[config.mk]
export PLATFORM = sky130hd
export DESIGN_NAME = voxel_ray_traversal_unit_flat
export DESIGN_NICKNAME = d
export VERILOG_FILES = /design/src/design/vrt_pkg.sv /design/src/design/vrt_in_if.sv /design/src/design/vrt_out_if.sv /design/src/design/vrt_front.sv /design/src/design/vrt_queue.sv /design/src/design/vrt_back.sv /design/src/design/voxel_ray_traversal_unit.sv /design/src/flat_wrapper.sv
export SDC_FILE = /design/constraint.sdc
export NUM_CORES = 2
export LEC_CHECK = 0
export BUFFER_PORTS_ARGS = -buffer_cell sky130_fd_sc_hd__buf_2
export CORE_MARGIN = 3
export CORE_UTILIZATION = 60
export CTS_BUF_LIST = sky130_fd_sc_hd__clkbuf_2
export CTS_CLUSTER_SIZE = 40
export DETAILED_ROUTE_END_ITERATION = 12
export PLACE_DENSITY = 0.78
export REMOVE_ABC_BUFFERS = 1
export SYNTH_ARGS = -nofsm -noshare
export SYNTH_HDL_FRONTEND = slang
export SYNTH_HIERARCHICAL = 1
export SYNTH_SLANG_ARGS = --single-unit
[constraint.sdc]
create_clock -name i_clk -period 15.69 [get_ports i_clk]
set_input_delay 3.138 -clock i_clk [delete_from_list [all_inputs] [get_ports i_clk]]
set_output_delay 3.138 -clock i_clk [all_outputs]
set_load 0.01 [all_outputs]
[src/design/vrt_pkg.sv]
package vrt_pkg;

    localparam int CELL_W              = 16;
    localparam int ORG_W               = 32;
    localparam int DIR_W               = 16;
    localparam int ID_W                = 16;
    localparam int KIND_W              = 2;
    localparam int T_W                 = 40;
    localparam int REACH_W             = 24;
    localparam int STEPS_W             = 10;
    localparam int DIST_W              = 17;
    localparam int MAG_W               = 16;
    localparam int QUO_W               = 31;
    localparam int FRAC_W              = 16;
    localparam int DIR_FRAC_W          = 14;
    localparam int PADDR_W             = 2;
    localparam int PDATA_W             = 32;
    localparam int STEPS_PER_BLOCK_DEF = 3;
    localparam int Q_DEPTH             = 2;
    localparam logic [REACH_W-1:0] MAX_REACH_RST = 24'h080000;

    localparam logic [KIND_W-1:0] KIND_QUERY = 2'd0;
    localparam logic [KIND_W-1:0] KIND_HIT   = 2'd1;
    localparam logic [KIND_W-1:0] KIND_MISS  = 2'd2;

    localparam logic OP_START  = 1'b0;
    localparam logic OP_ANSWER = 1'b1;

    localparam logic [1:0] SIGN_ZERO = 2'b00;
    localparam logic [1:0] SIGN_POS  = 2'b01;
    localparam logic [1:0] SIGN_NEG  = 2'b11;

    typedef struct packed {
        logic [1:0]        sign;
        logic [CELL_W-1:0] org_cell;
        logic [DIST_W-1:0] bound_dist;
        logic [MAG_W-1:0]  mag;
    } t_axis;

    typedef struct packed {
        logic              start;
        logic [ID_W-1:0]   voxel_id;
        t_axis [2:0]       axis;
    } t_cmd;

endpackage

[src/design/vrt_in_if.sv]
interface vrt_in_if;
    logic                             valid;
    logic                             ready;
    logic                             operation;
    logic signed [vrt_pkg::ORG_W-1:0] origin_x;
    logic signed [vrt_pkg::ORG_W-1:0] origin_y;
    logic signed [vrt_pkg::ORG_W-1:0] origin_z;
    logic signed [vrt_pkg::DIR_W-1:0] dir_x;
    logic signed [vrt_pkg::DIR_W-1:0] dir_y;
    logic signed [vrt_pkg::DIR_W-1:0] dir_z;
    logic        [vrt_pkg::ID_W-1:0]  voxel_id;

    modport source (output valid, operation, origin_x, origin_y, origin_z,
                    dir_x, dir_y, dir_z, voxel_id, input ready);
    modport sink   (input valid, operation, origin_x, origin_y, origin_z,
                    dir_x, dir_y, dir_z, voxel_id, output ready);
endinterface

[src/design/vrt_out_if.sv]
interface vrt_out_if;
    logic                              valid;
    logic                              ready;
    logic        [vrt_pkg::KIND_W-1:0] kind;
    logic signed [vrt_pkg::CELL_W-1:0] cell_x;
    logic signed [vrt_pkg::CELL_W-1:0] cell_y;
    logic signed [vrt_pkg::CELL_W-1:0] cell_z;
    logic signed [vrt_pkg::CELL_W-1:0] prev_x;
    logic signed [vrt_pkg::CELL_W-1:0] prev_y;
    logic signed [vrt_pkg::CELL_W-1:0] prev_z;

    modport source (output valid, kind, cell_x, cell_y, cell_z, prev_x, prev_y, prev_z,
                    input ready);
    modport sink   (input valid, kind, cell_x, cell_y, cell_z, prev_x, prev_y, prev_z,
                    output ready);
endinterface

[src/design/vrt_front.sv]
module vrt_front (
    input  logic          i_clk,
    input  logic          i_rst_n,
    vrt_in_if.sink        i_in,
    output logic          o_push,
    output vrt_pkg::t_cmd o_cmd,
    input  logic          i_q_ready
);
    import vrt_pkg::*;

    logic                    r_valid;
    t_cmd                    r_cmd;
    t_cmd                    n_cmd;
    logic [2:0][ORG_W-1:0]   org;
    logic [2:0][DIR_W-1:0]   dir;

    assign org = {i_in.origin_z, i_in.origin_y, i_in.origin_x};
    assign dir = {i_in.dir_z, i_in.dir_y, i_in.dir_x};

    always_comb begin
        n_cmd.start    = (i_in.operation == OP_START);
        n_cmd.voxel_id = i_in.voxel_id;
        for (int a = 0; a < 3; a++) begin
            n_cmd.axis[a].org_cell = org[a][ORG_W-1:FRAC_W];
            if (dir[a] == '0) begin
                n_cmd.axis[a].sign       = SIGN_ZERO;
                n_cmd.axis[a].bound_dist = '0;
                n_cmd.axis[a].mag        = '0;
            end else if (dir[a][DIR_W-1]) begin
                n_cmd.axis[a].sign       = SIGN_NEG;
                n_cmd.axis[a].bound_dist = {1'b0, org[a][FRAC_W-1:0]};
                n_cmd.axis[a].mag        = MAG_W'(17'h10000 - {1'b0, dir[a]});
            end else begin
                n_cmd.axis[a].sign       = SIGN_POS;
                n_cmd.axis[a].bound_dist = 17'h10000 - {1'b0, org[a][FRAC_W-1:0]};
                n_cmd.axis[a].mag        = dir[a];
            end
        end
    end

    assign i_in.ready = !r_valid || i_q_ready;
    assign o_push     = r_valid;
    assign o_cmd      = r_cmd;

    always_ff @(posedge i_clk) begin
        if (!i_rst_n) begin
            r_valid <= 1'b0;
        end else if (i_in.ready) begin
            r_valid <= i_in.valid;
        end
        if (i_in.valid && i_in.ready) begin
            r_cmd <= n_cmd;
        end
    end
endmodule

[src/design/vrt_queue.sv]
module vrt_queue (
    input  logic          i_clk,
    input  logic          i_rst_n,
    input  logic          i_push,
    input  vrt_pkg::t_cmd i_cmd,
    output logic          o_ready,
    output logic          o_valid,
    output vrt_pkg::t_cmd o_cmd,
    input  logic          i_pop
);
    import vrt_pkg::*;

    localparam int PTR_W = (Q_DEPTH > 1) ? $clog2(Q_DEPTH) : 1;
    localparam int CNT_W = $clog2(Q_DEPTH + 1);

    t_cmd             r_mem [Q_DEPTH];
    logic [PTR_W-1:0] r_wptr;
    logic [PTR_W-1:0] r_rptr;
    logic [CNT_W-1:0] r_count;
    logic             push_ok;
    logic             pop_ok;

    assign o_ready = (r_count != CNT_W'(Q_DEPTH));
    assign o_valid = (r_count != '0);
    assign o_cmd   = r_mem[r_rptr];
    assign push_ok = i_push && o_ready;
    assign pop_ok  = i_pop && o_valid;

    always_ff @(posedge i_clk) begin
        if (!i_rst_n) begin
            r_wptr  <= '0;
            r_rptr  <= '0;
            r_count <= '0;
        end else begin
            if (push_ok) begin
                r_wptr <= (r_wptr == PTR_W'(Q_DEPTH - 1)) ? '0 : r_wptr + 1'b1;
            end
            if (pop_ok) begin
                r_rptr <= (r_rptr == PTR_W'(Q_DEPTH - 1)) ? '0 : r_rptr + 1'b1;
            end
            if (push_ok && !pop_ok) begin
                r_count <= r_count + 1'b1;
            end else if (pop_ok && !push_ok) begin
                r_count <= r_count - 1'b1;
            end
        end
        if (push_ok) begin
            r_mem[r_wptr] <= i_cmd;
        end
    end
endmodule

[src/design/vrt_back.sv]
module vrt_back #(
    parameter int STEPS_PER_BLOCK = vrt_pkg::STEPS_PER_BLOCK_DEF
) (
    input  logic                        i_clk,
    input  logic                        i_rst_n,
    input  logic                        i_cmd_valid,
    input  vrt_pkg::t_cmd               i_cmd,
    output logic                        o_cmd_pop,
    input  logic [vrt_pkg::REACH_W-1:0] i_max_reach,
    vrt_out_if.source                   o_out
);
    import vrt_pkg::*;

    typedef enum logic [2:0] {S_FETCH, S_SETUP, S_DIV, S_STEP, S_EMIT} t_state;

    t_state                  r_state;
    logic [2:0][CELL_W-1:0]  r_cur;
    logic [2:0][CELL_W-1:0]  r_prev;
    logic [2:0][T_W-1:0]     r_next;
    logic [2:0][T_W-1:0]     r_delta;
    logic [2:0][1:0]         r_sign;
    logic [2:0][DIST_W-1:0]  r_dist;
    logic [2:0][MAG_W-1:0]   r_mag;
    logic [STEPS_W-1:0]      r_steps;
    logic                    r_active;
    logic [2:0]              r_sel;
    logic [4:0]              r_cnt;
    logic [QUO_W-1:0]        r_quo;
    logic [MAG_W:0]          r_rem;
    logic [KIND_W-1:0]       r_kind;
    logic                    r_out_valid;
    logic [KIND_W-1:0]       r_out_kind;
    logic [2:0][CELL_W-1:0]  r_out_cell;
    logic [2:0][CELL_W-1:0]  r_out_prev;

    logic [STEPS_W-1:0]      limit;
    logic [1:0]              axis;
    logic [MAG_W:0]          rem_sh;
    logic                    qbit;
    logic [MAG_W:0]          n_rem;
    logic [QUO_W-1:0]        n_quo;
    logic [1:0]              pick;
    logic [T_W:0]            sum;
    logic [T_W-1:0]          sat;
    logic [STEPS_W-1:0]      n_steps;
    logic                    out_free;

    assign limit = STEPS_W'(i_max_reach[REACH_W-1:FRAC_W]) * STEPS_W'(STEPS_PER_BLOCK);
    assign axis  = r_sel[2:1];

    assign rem_sh = {r_rem[MAG_W-1:0], r_quo[QUO_W-1]};
    assign qbit   = (rem_sh >= {1'b0, r_mag[axis]});
    assign n_rem  = qbit ? rem_sh - {1'b0, r_mag[axis]} : rem_sh;
    assign n_quo  = {r_quo[QUO_W-2:0], qbit};

    always_comb begin
        if (r_next[0] < r_next[1]) begin
            pick = (r_next[0] < r_next[2]) ? 2'd0 : 2'd2;
        end else begin
            pick = (r_next[1] < r_next[2]) ? 2'd1 : 2'd2;
        end
        sum     = {1'b0, r_next[pick]} + {1'b0, r_delta[pick]};
        sat     = sum[T_W] ? '1 : sum[T_W-1:0];
        n_steps = r_steps + 1'b1;
    end

    assign out_free  = !r_out_valid || o_out.ready;
    assign o_cmd_pop = (r_state == S_FETCH) && i_cmd_valid;

    assign o_out.valid  = r_out_valid;
    assign o_out.kind   = r_out_kind;
    assign o_out.cell_x = r_out_cell[0];
    assign o_out.cell_y = r_out_cell[1];
    assign o_out.cell_z = r_out_cell[2];
    assign o_out.prev_x = r_out_prev[0];
    assign o_out.prev_y = r_out_prev[1];
    assign o_out.prev_z = r_out_prev[2];

    always_ff @(posedge i_clk) begin
        if (!i_rst_n) begin
            r_state     <= S_FETCH;
            r_active    <= 1'b0;
            r_out_valid <= 1'b0;
            r_steps     <= '0;
            r_cur       <= '0;
            r_prev      <= '0;
            r_next      <= '0;
            r_delta     <= '0;
            r_sign      <= '0;
        end else begin
            if (r_out_valid && o_out.ready && r_state != S_EMIT) begin
                r_out_valid <= 1'b0;
            end
            unique case (r_state)
                S_FETCH: begin
                    if (i_cmd_valid) begin
                        if (i_cmd.start) begin
                            for (int a = 0; a < 3; a++) begin
                                r_cur[a]  <= i_cmd.axis[a].org_cell;
                                r_prev[a] <= i_cmd.axis[a].org_cell;
                                r_sign[a] <= i_cmd.axis[a].sign;
                                r_dist[a] <= i_cmd.axis[a].bound_dist;
                                r_mag[a]  <= i_cmd.axis[a].mag;
                            end
                            r_steps <= '0;
                            r_sel   <= '0;
                            if (limit == '0) begin
                                r_active <= 1'b0;
                                r_kind   <= KIND_MISS;
                                r_state  <= S_EMIT;
                            end else begin
                                r_active <= 1'b1;
                                r_state  <= S_SETUP;
                            end
                        end else if (r_active) begin
                            if (i_cmd.voxel_id != '0) begin
                                r_active <= 1'b0;
                                r_kind   <= KIND_HIT;
                                r_state  <= S_EMIT;
                            end else begin
                                r_state <= S_STEP;
                            end
                        end
                    end
                end
                S_SETUP: begin
                    if (r_sign[axis] == SIGN_ZERO) begin
                        if (r_sel[0]) begin
                            r_delta[axis] <= T_W'(i_max_reach);
                        end else begin
                            r_next[axis] <= T_W'(i_max_reach);
                        end
                        if (r_sel == 3'd5) begin
                            r_kind  <= KIND_QUERY;
                            r_state <= S_EMIT;
                        end else begin
                            r_sel <= r_sel + 1'b1;
                        end
                    end else begin
                        r_quo   <= r_sel[0] ? QUO_W'(1) << (QUO_W - 1)
                                            : {r_dist[axis], DIR_FRAC_W'(0)};
                        r_rem   <= '0;
                        r_cnt   <= 5'(QUO_W - 1);
                        r_state <= S_DIV;
                    end
                end
                S_DIV: begin
                    r_quo <= n_quo;
                    r_rem <= n_rem;
                    r_cnt <= r_cnt - 1'b1;
                    if (r_cnt == '0) begin
                        if (r_sel[0]) begin
                            r_delta[axis] <= T_W'(n_quo);
                        end else begin
                            r_next[axis] <= T_W'(n_quo);
                        end
                        if (r_sel == 3'd5) begin
                            r_kind  <= KIND_QUERY;
                            r_state <= S_EMIT;
                        end else begin
                            r_sel   <= r_sel + 1'b1;
                            r_state <= S_SETUP;
                        end
                    end
                end
                S_STEP: begin
                    r_prev       <= r_cur;
                    r_cur[pick]  <= r_cur[pick] + {{(CELL_W-2){r_sign[pick][1]}}, r_sign[pick]};
                    r_next[pick] <= sat;
                    r_steps      <= n_steps;
                    if (n_steps >= limit) begin
                        r_active <= 1'b0;
                        r_kind   <= KIND_MISS;
                    end else begin
                        r_kind <= KIND_QUERY;
                    end
                    r_state <= S_EMIT;
                end
                S_EMIT: begin
                    if (out_free) begin
                        r_out_valid <= 1'b1;
                        r_out_kind  <= r_kind;
                        r_out_cell  <= (r_kind == KIND_MISS) ? '0 : r_cur;
                        r_out_prev  <= (r_kind == KIND_MISS) ? '0 : r_prev;
                        r_state     <= S_FETCH;
                    end
                end
                default: r_state <= S_FETCH;
            endcase
        end
    end
endmodule

[src/design/voxel_ray_traversal_unit.sv]
// A start item takes six setup passes (next and delta time per axis) through the shared
// bit-serial divider of the back-end sequencer; a zero-direction axis skips the division.
// Answers and hits need no division. The back end takes a new item only after it has
// finished the last one.
// Input stage and 2-entry queue keep accepting while the back end works.
// Reset (synchronous, active low): ray idle, cells and times zero, max_reach = 8.0 blocks.
module voxel_ray_traversal_unit #(
    parameter int STEPS_PER_BLOCK = vrt_pkg::STEPS_PER_BLOCK_DEF
) (
    input  logic                        i_clk,
    input  logic                        i_rst_n,
    vrt_in_if.sink                      i_in,
    vrt_out_if.source                   o_out,
    input  logic                        psel,
    input  logic                        penable,
    input  logic                        pwrite,
    input  logic [vrt_pkg::PADDR_W-1:0] paddr,
    input  logic [vrt_pkg::PDATA_W-1:0] pwdata,
    output logic [vrt_pkg::PDATA_W-1:0] prdata,
    output logic                        pready
);
    import vrt_pkg::*;

    logic [REACH_W-1:0] r_max_reach;
    logic               push;
    t_cmd               front_cmd;
    logic               q_ready;
    logic               q_valid;
    t_cmd               q_cmd;
    logic               pop;

    assign pready = 1'b1;
    assign prdata = (paddr == '0) ? PDATA_W'(r_max_reach) : '0;

    always_ff @(posedge i_clk) begin
        if (!i_rst_n) begin
            r_max_reach <= MAX_REACH_RST;
        end else if (psel && penable && pwrite && pready) begin
            r_max_reach <= pwdata[REACH_W-1:0];
        end
    end

    vrt_front u_front (
        .i_clk    (i_clk),
        .i_rst_n  (i_rst_n),
        .i_in     (i_in),
        .o_push   (push),
        .o_cmd    (front_cmd),
        .i_q_ready(q_ready)
    );

    vrt_queue u_queue (
        .i_clk  (i_clk),
        .i_rst_n(i_rst_n),
        .i_push (push),
        .i_cmd  (front_cmd),
        .o_ready(q_ready),
        .o_valid(q_valid),
        .o_cmd  (q_cmd),
        .i_pop  (pop)
    );

    vrt_back #(
        .STEPS_PER_BLOCK(STEPS_PER_BLOCK)
    ) u_back (
        .i_clk      (i_clk),
        .i_rst_n    (i_rst_n),
        .i_cmd_valid(q_valid),
        .i_cmd      (q_cmd),
        .o_cmd_pop  (pop),
        .i_max_reach(r_max_reach),
        .o_out      (o_out)
    );

`ifndef SYNTHESIS
    a_miss_zero: assert property (@(posedge i_clk) disable iff (!i_rst_n)
        o_out.valid && o_out.kind == KIND_MISS |->
            o_out.cell_x == '0 && o_out.cell_y == '0 && o_out.cell_z == '0 &&
            o_out.prev_x == '0 && o_out.prev_y == '0 && o_out.prev_z == '0)
        else $error("miss carries nonzero cells");
    a_one_axis: assert property (@(posedge i_clk) disable iff (!i_rst_n)
        o_out.valid && o_out.kind != KIND_MISS |->
            $countones({o_out.cell_x != o_out.prev_x, o_out.cell_y != o_out.prev_y,
                        o_out.cell_z != o_out.prev_z}) <= 1)
        else $error("cell moved on more than one axis");
    a_kind: assert property (@(posedge i_clk) disable iff (!i_rst_n)
        o_out.valid |-> o_out.kind == KIND_QUERY || o_out.kind == KIND_HIT ||
                        o_out.kind == KIND_MISS)
        else $error("bad result kind");
    a_pop: assert property (@(posedge i_clk) disable iff (!i_rst_n)
        pop |-> q_valid)
        else $error("pop from empty queue");
`endif
endmodule

[src/flat_wrapper.sv]
// flat-port wrapper written by rule: the top's interface ports become plain ports
module voxel_ray_traversal_unit_flat import vrt_pkg::*;
#(
    parameter int STEPS_PER_BLOCK = vrt_pkg::STEPS_PER_BLOCK_DEF
)
  (i_clk, i_rst_n, psel, penable, pwrite, paddr, pwdata, prdata, pready, i_in_valid, i_in_operation, i_in_origin_x, i_in_origin_y, i_in_origin_z, i_in_dir_x, i_in_dir_y, i_in_dir_z, i_in_voxel_id, i_in_ready, o_out_valid, o_out_kind, o_out_cell_x, o_out_cell_y, o_out_cell_z, o_out_prev_x, o_out_prev_y, o_out_prev_z, o_out_ready);
  vrt_in_if i_in_i ();
  vrt_out_if o_out_i ();
  input  logic i_clk;
  input  logic i_rst_n;
  input  logic psel;
  input  logic penable;
  input  logic pwrite;
  input  logic [vrt_pkg::PADDR_W-1:0] paddr;
  input  logic [vrt_pkg::PDATA_W-1:0] pwdata;
  output logic [vrt_pkg::PDATA_W-1:0] prdata;
  output logic pready;
  input wire logic [$bits(i_in_i.valid)-1:0] i_in_valid;
  input wire logic [$bits(i_in_i.operation)-1:0] i_in_operation;
  input wire logic [$bits(i_in_i.origin_x)-1:0] i_in_origin_x;
  input wire logic [$bits(i_in_i.origin_y)-1:0] i_in_origin_y;
  input wire logic [$bits(i_in_i.origin_z)-1:0] i_in_origin_z;
  input wire logic [$bits(i_in_i.dir_x)-1:0] i_in_dir_x;
  input wire logic [$bits(i_in_i.dir_y)-1:0] i_in_dir_y;
  input wire logic [$bits(i_in_i.dir_z)-1:0] i_in_dir_z;
  input wire logic [$bits(i_in_i.voxel_id)-1:0] i_in_voxel_id;
  output wire logic [$bits(i_in_i.ready)-1:0] i_in_ready;
  output wire logic [$bits(o_out_i.valid)-1:0] o_out_valid;
  output wire logic [$bits(o_out_i.kind)-1:0] o_out_kind;
  output wire logic [$bits(o_out_i.cell_x)-1:0] o_out_cell_x;
  output wire logic [$bits(o_out_i.cell_y)-1:0] o_out_cell_y;
  output wire logic [$bits(o_out_i.cell_z)-1:0] o_out_cell_z;
  output wire logic [$bits(o_out_i.prev_x)-1:0] o_out_prev_x;
  output wire logic [$bits(o_out_i.prev_y)-1:0] o_out_prev_y;
  output wire logic [$bits(o_out_i.prev_z)-1:0] o_out_prev_z;
  input wire logic [$bits(o_out_i.ready)-1:0] o_out_ready;
  assign i_in_i.valid = i_in_valid;
  assign i_in_i.operation = i_in_operation;
  assign i_in_i.origin_x = i_in_origin_x;
  assign i_in_i.origin_y = i_in_origin_y;
  assign i_in_i.origin_z = i_in_origin_z;
  assign i_in_i.dir_x = i_in_dir_x;
  assign i_in_i.dir_y = i_in_dir_y;
  assign i_in_i.dir_z = i_in_dir_z;
  assign i_in_i.voxel_id = i_in_voxel_id;
  assign i_in_ready = i_in_i.ready;
  assign o_out_valid = o_out_i.valid;
  assign o_out_kind = o_out_i.kind;
  assign o_out_cell_x = o_out_i.cell_x;
  assign o_out_cell_y = o_out_i.cell_y;
  assign o_out_cell_z = o_out_i.cell_z;
  assign o_out_prev_x = o_out_i.prev_x;
  assign o_out_prev_y = o_out_i.prev_y;
  assign o_out_prev_z = o_out_i.prev_z;
  assign o_out_i.ready = o_out_ready;
  voxel_ray_traversal_unit #(.STEPS_PER_BLOCK(STEPS_PER_BLOCK)) u_core (.i_clk(i_clk), .i_rst_n(i_rst_n), .i_in(i_in_i), .o_out(o_out_i), .psel(psel), .penable(penable), .pwrite(pwrite), .paddr(paddr), .pwdata(pwdata), .prdata(prdata), .pready(pready));
endmodule
==> results_dict.tcl <==
set metrics [dict create \
    cts_buffers 300 \
    utilization 0.665 \
    syn_inst 4827 \
    slowest_stage "nor4_1" \
    synth-adder-area-share 0.0502 \
    slew_violations 0 \
    grt_antenna_before_repair 18 \
    reg2reg_setup_slack_ns 6.09 \
    clkLatencyLatePin_ns 1.56 \
    root_buffer "clkbuf_2" \
    via_count 40500 \
    maxCapViolations 0 \
    die_w_um 306 \
    finalPower_uw 10000 \
    ys_ff_latch 1124 \
    fin_setup_tns_ns 0 \
    final_common_cell "edfxtp_1" \
    critPathLaunchType "register" \
    period_needed_ns 9.60 \
    outcome "finished clean" \
    setup-violations-final 0 \
    syn_area_per_cell_sq_um 11.2 \
    synth_xor_area_frac 0.0237 \
    path_class "register to register" \
    yosys_warnings 6 \
    finClkSkew_ns 0.131 \
    mostFrequentLayoutCells "edfxtp_1 (764), nand2_1 (489), clkbuf_2 (432)" \
    ys.flop_type "edfxtp_1" \
    cts_tree "yes" \
    dr.pass1.iters 6 \
    drt-initial-drc-count 3864 \
    powerDensity_nw_per_um2 170 \
    intPower_uw 5740 \
    clkSinkCount 1124 \
    route.detailed.drc 0 \
    placedCellCount 6092 \
    cpPeakStageDelay_ns 0.94 \
    synth_edf_count 764 \
    min_to "u_core/u_queue/r_mem[0][104]$_DFFE_PP_" \
    dieArea_sq_um 93500 \
    regToRegStartpoint "u_core/u_back/r_next[117]$_SDFFE_PN0P_" \
    routed_wirelength_um 145000 \
    worstHoldStart "u_core/u_front/o_cmd[104]$_SDFFCE_PP0P_" \
    grt_pass1_wl_um 220000 \
    async_reset_ff_frac 0 \
    gp_congestion 0.934 \
    slew-limit-headroom 0.151 \
    grt_util_all_layers 0.302 \
    reg2reg_to "u_core/u_back/r_next[50]$_SDFFE_PN0P_" \
    worstPathArrival_ns 11.00 \
    power_leakage_uw 0.0231 \
    ir_worst_vdd_mv 0.359 \
    rsz0062_at_grt "false" \
    hp-class "register to register" \
    syn2layout_area_growth_pct 9.46 \
    syn_area_sq_um 53900 \
    synth_compound_area_frac 0.148 \
    cp-end-kind "register" \
    combPwrFrac 0.423 \
    yosysSeqAreaShare 0.559 \
    clkPwrFrac 0.197 \
    fmax_mhz 104 \
    swShare 0.428 \
    die_h_um 306 \
    yosys-mux-area-fraction 0.0688 \
    seq_power_share 0.379 \
    crit_start "u_core/u_back/r_next[117]$_SDFFE_PN0P_" \
    crit_buf_inv 3 \
    holdBufCountCts 0 \
    grt_max_degree 165 \
    reg2regPathDepth 25 \
    hold_viol_final 0 \
    wire_per_inst_um 21.8 \
    synth_cell_type_count 94 \
    initial_core_util 0.607 \
    cts_setup_buffers 0 \
    grt_pass1_vias 39400 \
    cp_data_required_time_ns 17.09 \
    rows 109 \
    synth_top_family_by_area "compound AO/OA/AOI/OAI gates" \
    core_sq_um 88800 \
    clkSlewWorstSetupHoldPaths_ns 0.12 \
    critPathMaxFanout 61 \
    drive_above_1_share 0.202 \
    min_period_over_period 0.612 \
    routed_via_density 6.11 \
    ctsResizeCount 0 \
    nFillCells 6781 \
    whs_ns 0.387 \
    whs_path_depth 0 \
    htree_levels 5 \
    grt_overflow 0 \
    cp_top_family "simple AND/OR/NAND/NOR gates" \
    hpwlAfterDp_um 92900 \
    clockBufferDepth 4 \
    drtAntennaViolNets 0 \
    num_io_pins 335 \
    io_buffer_count 317 \
    tightest_slew_ns 1.27 \
    nets 5645 \
    crit_top_cell "o21ai_0" \
    power.switching_uw 4300 \
    instances_no_fill 6628 \
    synthSimpleGateAreaFrac 0.116 \
]
[power by group through the flow]
stage               Clock, uW  Sequential, uW  Combinational [uW]
detailed placement          0            3870                4120
global placement            0            3850                4040
finish                   1980            3810                4250
global route             2200            3840                4530
CTS                      2040            3800                4140
floorplan                   0            3910                2790
[cell usage after synthesis (39+ instances only)]
cell type	instances	area, sq um
a211oi_1	94	706
a21o_1	51	383
a21oi_1	326	1630
a221oi_1	69	604
a22oi_1	40	300
a31oi_1	73	457
and2_1	132	826
clkbuf_1	200	751
dfxtp_1	360	7210
edfxtp_1	764	22900
ha_1	210	2630
inv_1	144	541
mux2_2	71	800
mux2_4	100	1500
mux2i_1	141	1410
nand2_1	493	1850
nand3_1	63	315
nor2_1	405	1520
nor3_1	53	265
o21ai_0	324	1620
o21ai_1	39	195
xnor2_1	116	1020
[layout make-up]
class | count | area, sq um | share of cell area
flip-flops and latches | 1124 | 30200 | 0.511
inverters | 145 | 557 | 0.00943
multi-input cells | 3280 | 22100 | 0.375
clock inverters | 83 | 443 | 0.00750
diodes | 21 | 52.6 | 0.000890
well taps | 1165 | 1460 | 0.0247
clock buffers | 432 | 2160 | 0.0366
repair buffers | 378 | 2060 | 0.0349
[through the flow]
step | area [sq um] | worst slack [ns]
2_1_floorplan | 52700 | 3.46
3_3_place_gp | 56400 | 6.72
3_5_place_dp | 56400 | 6.61
4_1_cts | 59000 | 6.54
5_1_grt | 59000 | 6.02
6_report | 59000 | 6.09
[worst register-to-register path: stages, from the launching register on]
cell	delay [ns]
dfxtp_1	0.47
inv_1	0.11
ha_1	0.31
nand4_1	0.16
nor4_1	0.94
nand4_1	0.47
o211ai_1	0.34
nor2_1	0.13
nand2_4	0.51
buf_4	0.63
mux2i_1	0.17
o21ai_0	0.49
ha_1	0.37
fa_1	0.27
a211oi_1	0.11
o21ai_0	0.38
nand3_1	0.26
nand2_1	0.29
a31oi_1	0.30
o21ai_0	0.34
nor2_1	0.19
or3_1	0.61
nor3_4	0.45
buf_4	0.65
o21ai_1	0.25
a221oi_2	0.31
[registers in the layout, summed over array words and instances (netlist names), 16 cells and up, named ones only]
name and count:
u_core/u_back/o_out.cell_x 16, u_core/u_back/r_quo 31, u_core/u_back/r_mag 48, u_core/u_front/o_cmd 170
u_core/u_queue/r_mem 340, u_core/u_back/o_out.prev_x 16, u_core/u_back/r_rem 16, u_core/u_back/r_cur 48
u_core/u_back/o_out.prev_z 16, u_core/u_back/r_delta 93, u_core/u_back/r_prev 48, u_core/u_back/r_dist 51
u_core/u_back/o_out.cell_y 16, u_core/r_max_reach 24, u_core/u_back/o_out.prev_y 16, u_core/u_back/o_out.cell_z 16
u_core/u_back/r_next 120
[kinds of logic (layout without fill, tap and decap cells)]
family | after synthesis | after routing
simple gates | 1351 | 1351
compound gates | 1248 | 1248
flops | 1124 | 1124
buf+inv | 430 | 1038
mux | 312 | 312
fa+ha+maj | 214 | 214
xor+xnor | 146 | 146
other cells | 2 | 30
[routing by layer]
metal  part of all wire  wire length, um  track usage  up-vias
li1                   -                -            -    18800
met1               0.39            56400        0.383    19200
met2               0.47            68300        0.491     2078
met3              0.091            13100       0.0666      429
met4              0.046             6680        0.158       14
met5            0.00073              106            0        -
[how the worst max path moves through the flow]
stage | to | cells after the start
final | u_core/u_back/r_next[50]$_SDFFE_PN0P_ | 25
after global routing | u_core/u_back/r_next[45]$_SDFFE_PN0P_ | 25
after CTS | u_core/u_back/r_next[87]$_SDFFE_PN0P_ | 25
after detailed placement | u_core/u_back/r_next[87]$_SDFFE_PN0P_ | 25
after global placement | u_core/u_back/r_next[56]$_SDFFE_PN0P_ | 25
after floorplan | u_core/u_back/r_dist[0]$_DFFE_PP_ | 3
Note: power is estimated with default switching activity, not from simulation.
